[src/design/dts_ram.sv]
module dts_ram #(
	parameter int WIDTH = 8,
	parameter int DEPTH = 64
) (
	input  logic                     clk,
	input  logic                     wr_en,
	input  logic [$clog2(DEPTH)-1:0] wr_addr,
	input  logic [WIDTH-1:0]         wr_data,
	input  logic                     rd_en,
	input  logic [$clog2(DEPTH)-1:0] rd_addr,
	output logic [WIDTH-1:0]         rd_data
);

	logic [WIDTH-1:0] mem [DEPTH];

	always_ff @(posedge clk) begin
		if (wr_en) begin
			mem[wr_addr] <= wr_data;
		end
		if (rd_en) begin
			rd_data <= mem[rd_addr];
		end
	end

endmodule

[config.mk]
export PLATFORM = sky130hd
export DESIGN_NAME = dts_ram
export DESIGN_NICKNAME = d
export VERILOG_FILES = /design/src/design/dts_ram.sv
export SDC_FILE = /design/constraint.sdc
export NUM_CORES = 1
export LEC_CHECK = 0
export BUFFER_PORTS_ARGS = -buffer_cell sky130_fd_sc_hd__buf_2
export CORE_MARGIN = 2
export CORE_UTILIZATION = 50
export CTS_CLUSTER_SIZE = 12
export DETAILED_ROUTE_END_ITERATION = 16
export PLACE_DENSITY = 0.66
export RECOVER_POWER = 50
export SLEW_MARGIN = 5
export SYNTH_ARGS = -nofsm -noshare
export SYNTH_HDL_FRONTEND = slang
export SYNTH_SLANG_ARGS = --single-unit
[constraint.sdc]
create_clock -name clk -period 5.2 [get_ports clk]
set_clock_uncertainty 0.1 [all_clocks]
set_input_delay 1.04 -clock clk [delete_from_list [all_inputs] [get_ports clk]]
set_output_delay 1.04 -clock clk [all_outputs]
set_load 0.005 [all_outputs]
==> impl_metrics.csv <==
group,metric,value,unit
pwr,pwr-share-seq,0.553,
finish,antenna_cells,0,
logic_synthesis,synth_top_area_cell,"edfxtp_1",
setup_path,critPathCaptureType,"flip-flop",
setup_path,cp_max_fo,64,
logic_synthesis,ys_top_cells_by_area,"edfxtp_1 77%, mux4_2 14%, nor2_1 1.5%, mux2i_1 1.1%, mux2_2 0.72%",
logic_synthesis,syn_inst,940,
run,max_cap_viol_count,8,
die,start_util,0.508,
global_routing,grt.total_usage,0.218,
status,run_status,"complete, but fails checks",
finish,seq_area,15600,µm²
setup_path,critPathTopFamily,"buffers and inverters",
finish,fillers,2982,
finish,multi_input_area,4320,µm²
pwr,swShare,0.203,
drt,highest_layer,"met4",
pwr,pwr-share-clk,0.398,
clock_network,root_buffer,"clkbuf_16",
global_routing,grt-ovfl-total,0,
logic_synthesis,synth_top_area_frac,0.771,
setup_path,slowest_delay,2.12,ns
clock_network,cts_max_level,2,
sta,min_period_over_period,0.667,
finish,fin_nets,1013,
die,dieArea,42100,µm²
logic_synthesis,synth_cell_types,39,
sta,grt_setup_unrepaired,"false",
logic_synthesis,ys.flop_type,"edfxtp_1",
drt,vias_per_cell,6.23,
die,coreArea,39800,µm²
die,die_x,205,µm
drt,dr_wl_met2,21000,µm
global_routing,grt_max_degree,65,
drt,wl_met1,19100,µm
drt,antenna_left,0,
drt,dr_wl_met3,2810,µm
die,fp.dieH,205,µm
setup_path,path_class,"input pin to flip-flop",
drt,drc,0,
placed_design,pre_cts_slack,1.26,ns
global_routing,grt_pass1_vias,9650,
logic_synthesis,synthArstFlopShare,0,
finish,syn_to_final_growth,10.5,%
pwr,switchingPower,1.72,mW
sta,timing.fmax,288,MHz
clock_network,numCtsBuffers,52,
clock_network,clk_pin_slew,0.06,ns
global_routing,antenna_found_initial,0,
status,violations,"max-capacitance violations, max-slew violations",
clock_network,cts.hold.buffers_added,0,
pwr,p_per_area,378,nW/µm²
logic_synthesis,synth.most_common_cell,"edfxtp_1",
finish,layout-drive-gt1-share,0.234,
sta,slew_headroom,-1.02,
setup_path,crit_arrival,3.30,ns
sta,fin_tns_setup,0,ns
sta,hold_ws,0.841,ns
drt,drt-total-wl,43900,µm
clock_network,cts_sinks,520,
setup_path,cp_cell_sequence,"buf_2 > clkbuf_1",
hold_path,min_path_type,"flip-flop to flip-flop",
drt,avgRoutedWirePerCell,28.5,µm
logic_synthesis,avgSynthCellArea,21.5,µm²
clock_network,cts_tree,"built",
placed_design,io_buffers,30,
pwr,power,8.45,mW
logic_synthesis,ys_ff_latch,520,
logic_synthesis,ys_seq_area_frac,0.771,
clock_network,ctsResizeCount,0,
sta,timing.final.ws_setup,1.73,ns
logic_synthesis,ys_warn_count,0,
clock_network,cts_buffer_depth,3,
clock_network,clock_latency,0.58,ns
sta,hold_viol_final,0,
finish,fin_util,0.562,
drt,vias,9573,
logic_synthesis,synthesis.area,20200,µm²
placed_design,gp_congestion,0.801,
placed_design,dpl.hpwl,26500,µm
pwr,ir_worst_vdd,0.234,mV
setup_path,worstPathRequired,5.03,ns
clock_network,post_cts_buffers,0,
pwr,leakagePower,6.88,nW
sta,period_needed,3.47,ns
die,io_pins,31,
logic_synthesis,synth_common_cells,"520 x edfxtp_1, 126 x mux4_2, 83 x nor2_1",
setup_path,worst-path-buf-inv,2,
sta,setup_violations,0,
logic_synthesis,syn-num-nets,963,
pwr,p_int,6.74,mW
logic_synthesis,synth_edf_count,520,
global_routing,grt_pass1_wl,65300,µm
sta,tightestPinTransition,3.03,ns
setup_path,cp-start-kind,"input pin",
pwr,power_frac_comb,0.049,
drt,drt_pass1_iterations,5,
die,num_rows,73,
drt,drt_first_iter_violations,951,
setup_path,crit_slowest_cell,"clkbuf_1",
sta,slew_viol_final,520,
[flip-flops by register name (all words and copies together) (netlist names)]
signal	count
rd_data	8
mem	512
[cells in the final DEF, fill, tap and decap left out, types with 2 or more instances in the layout]
| cell | synthesis | layout |
|---|---|---|
| a221oi_1 | 6 | 6 |
| o221ai_1 | 8 | 8 |
| bufinv_16 | 0 | 2 |
| o21ai_1 | 2 | 2 |
| clkinv_2 | 0 | 4 |
| o2bb2ai_1 | 3 | 3 |
| nor3_1 | 7 | 7 |
| a211oi_1 | 4 | 4 |
| a21oi_1 | 3 | 3 |
| o21a_1 | 2 | 2 |
| nand2_1 | 19 | 19 |
| edfxtp_1 | 520 | 520 |
| o32ai_1 | 2 | 2 |
| mux2i_1 | 23 | 23 |
| a22oi_1 | 3 | 3 |
| buf_2 | 11 | 20 |
| nor2b_1 | 14 | 14 |
| o221a_2 | 2 | 2 |
| buf_4 | 13 | 12 |
| clkbuf_16 | 0 | 53 |
| clkinv_1 | 0 | 7 |
| o2111ai_1 | 3 | 3 |
| nand4_1 | 2 | 2 |
| o41ai_1 | 2 | 2 |
| nor4_1 | 2 | 2 |
| nand3_1 | 13 | 13 |
| clkbuf_1 | 17 | 20 |
| o22ai_1 | 8 | 8 |
| o21ai_0 | 2 | 2 |
| nand3b_1 | 3 | 3 |
| mux4_2 | 126 | 126 |
| nand2b_1 | 7 | 7 |
| a2111oi_0 | 2 | 2 |
| nor2_1 | 83 | 83 |
| mux2_2 | 13 | 13 |
| buf_12 | 2 | 4 |
[logic make-up (layout without fill, tap and decap cells)]
kind of cell,after synthesis,in the layout,synth area share
DFF,520,520,0.771
AOI/OAI and AO/OA,54,54,0.0206
and+or+nand+nor,153,153,0.0337
muxes,162,162,0.159
buffers and inverters,51,123,0.0156
[cell type report]
type,instances,share of cell area
Tap cell,525,0.0294
Sequential cell,520,0.698
Clock buffer,63,0.0609
Timing Repair Buffer,47,0.0144
Multi-Input combinational cell,369,0.193
Clock inverter,13,0.00475
[power groups by stage]
stage / Clock [mW] / Combinational, mW / Sequential (mW)
finish: 3.37 / 0.413 / 4.67
global route: 3.57 / 0.442 / 4.68
CTS: 3.42 / 0.420 / 4.67
detailed placement: 0 / 0.419 / 4.75
global placement: 0 / 0.412 / 4.75
floorplan: 0 / 0.247 / 4.74
[per-layer routing]
| layer | track usage | up-vias |
|---|---|---|
| li1 | - | 4019 |
| met1 | 0.321 | 5125 |
| met2 | 0.342 | 368 |
| met3 | 0.0374 | 61 |
| met4 | 0.0614 | 0 |
| met5 | 0 | - |
[worst min-delay path, delay by kind of cell (launching register included)]
kind / cells / cell delay [ns]
flops: 1 / 0.32
simple gates: 1 / 0.05
compound gates: 1 / 0.21
mux: 1 / 0.23
[path summary, 6_finish.rpt]
kind | to | depth (start not counted) | startpoint | slack, ns
worst min-delay path | rd_data[6] | 3 | mem[31][6] | 0.84
worst max-delay path | mem[10][3] | 2 | wr_data[3] | 1.73
worst max register to register | rd_data[2] | 4 | mem[40][2] | 2.87
worst min register to register | rd_data[6] | 3 | mem[31][6] | 0.84
[stage by stage]
step | area (µm²) | instances
floorplan | 20200 | 940
global placement | 20900 | 1461
detailed placement | 20900 | 1461
CTS | 22400 | 1537
global route | 22400 | 1537
finish | 22400 | 1537
(Power assumes the default switching activity.)
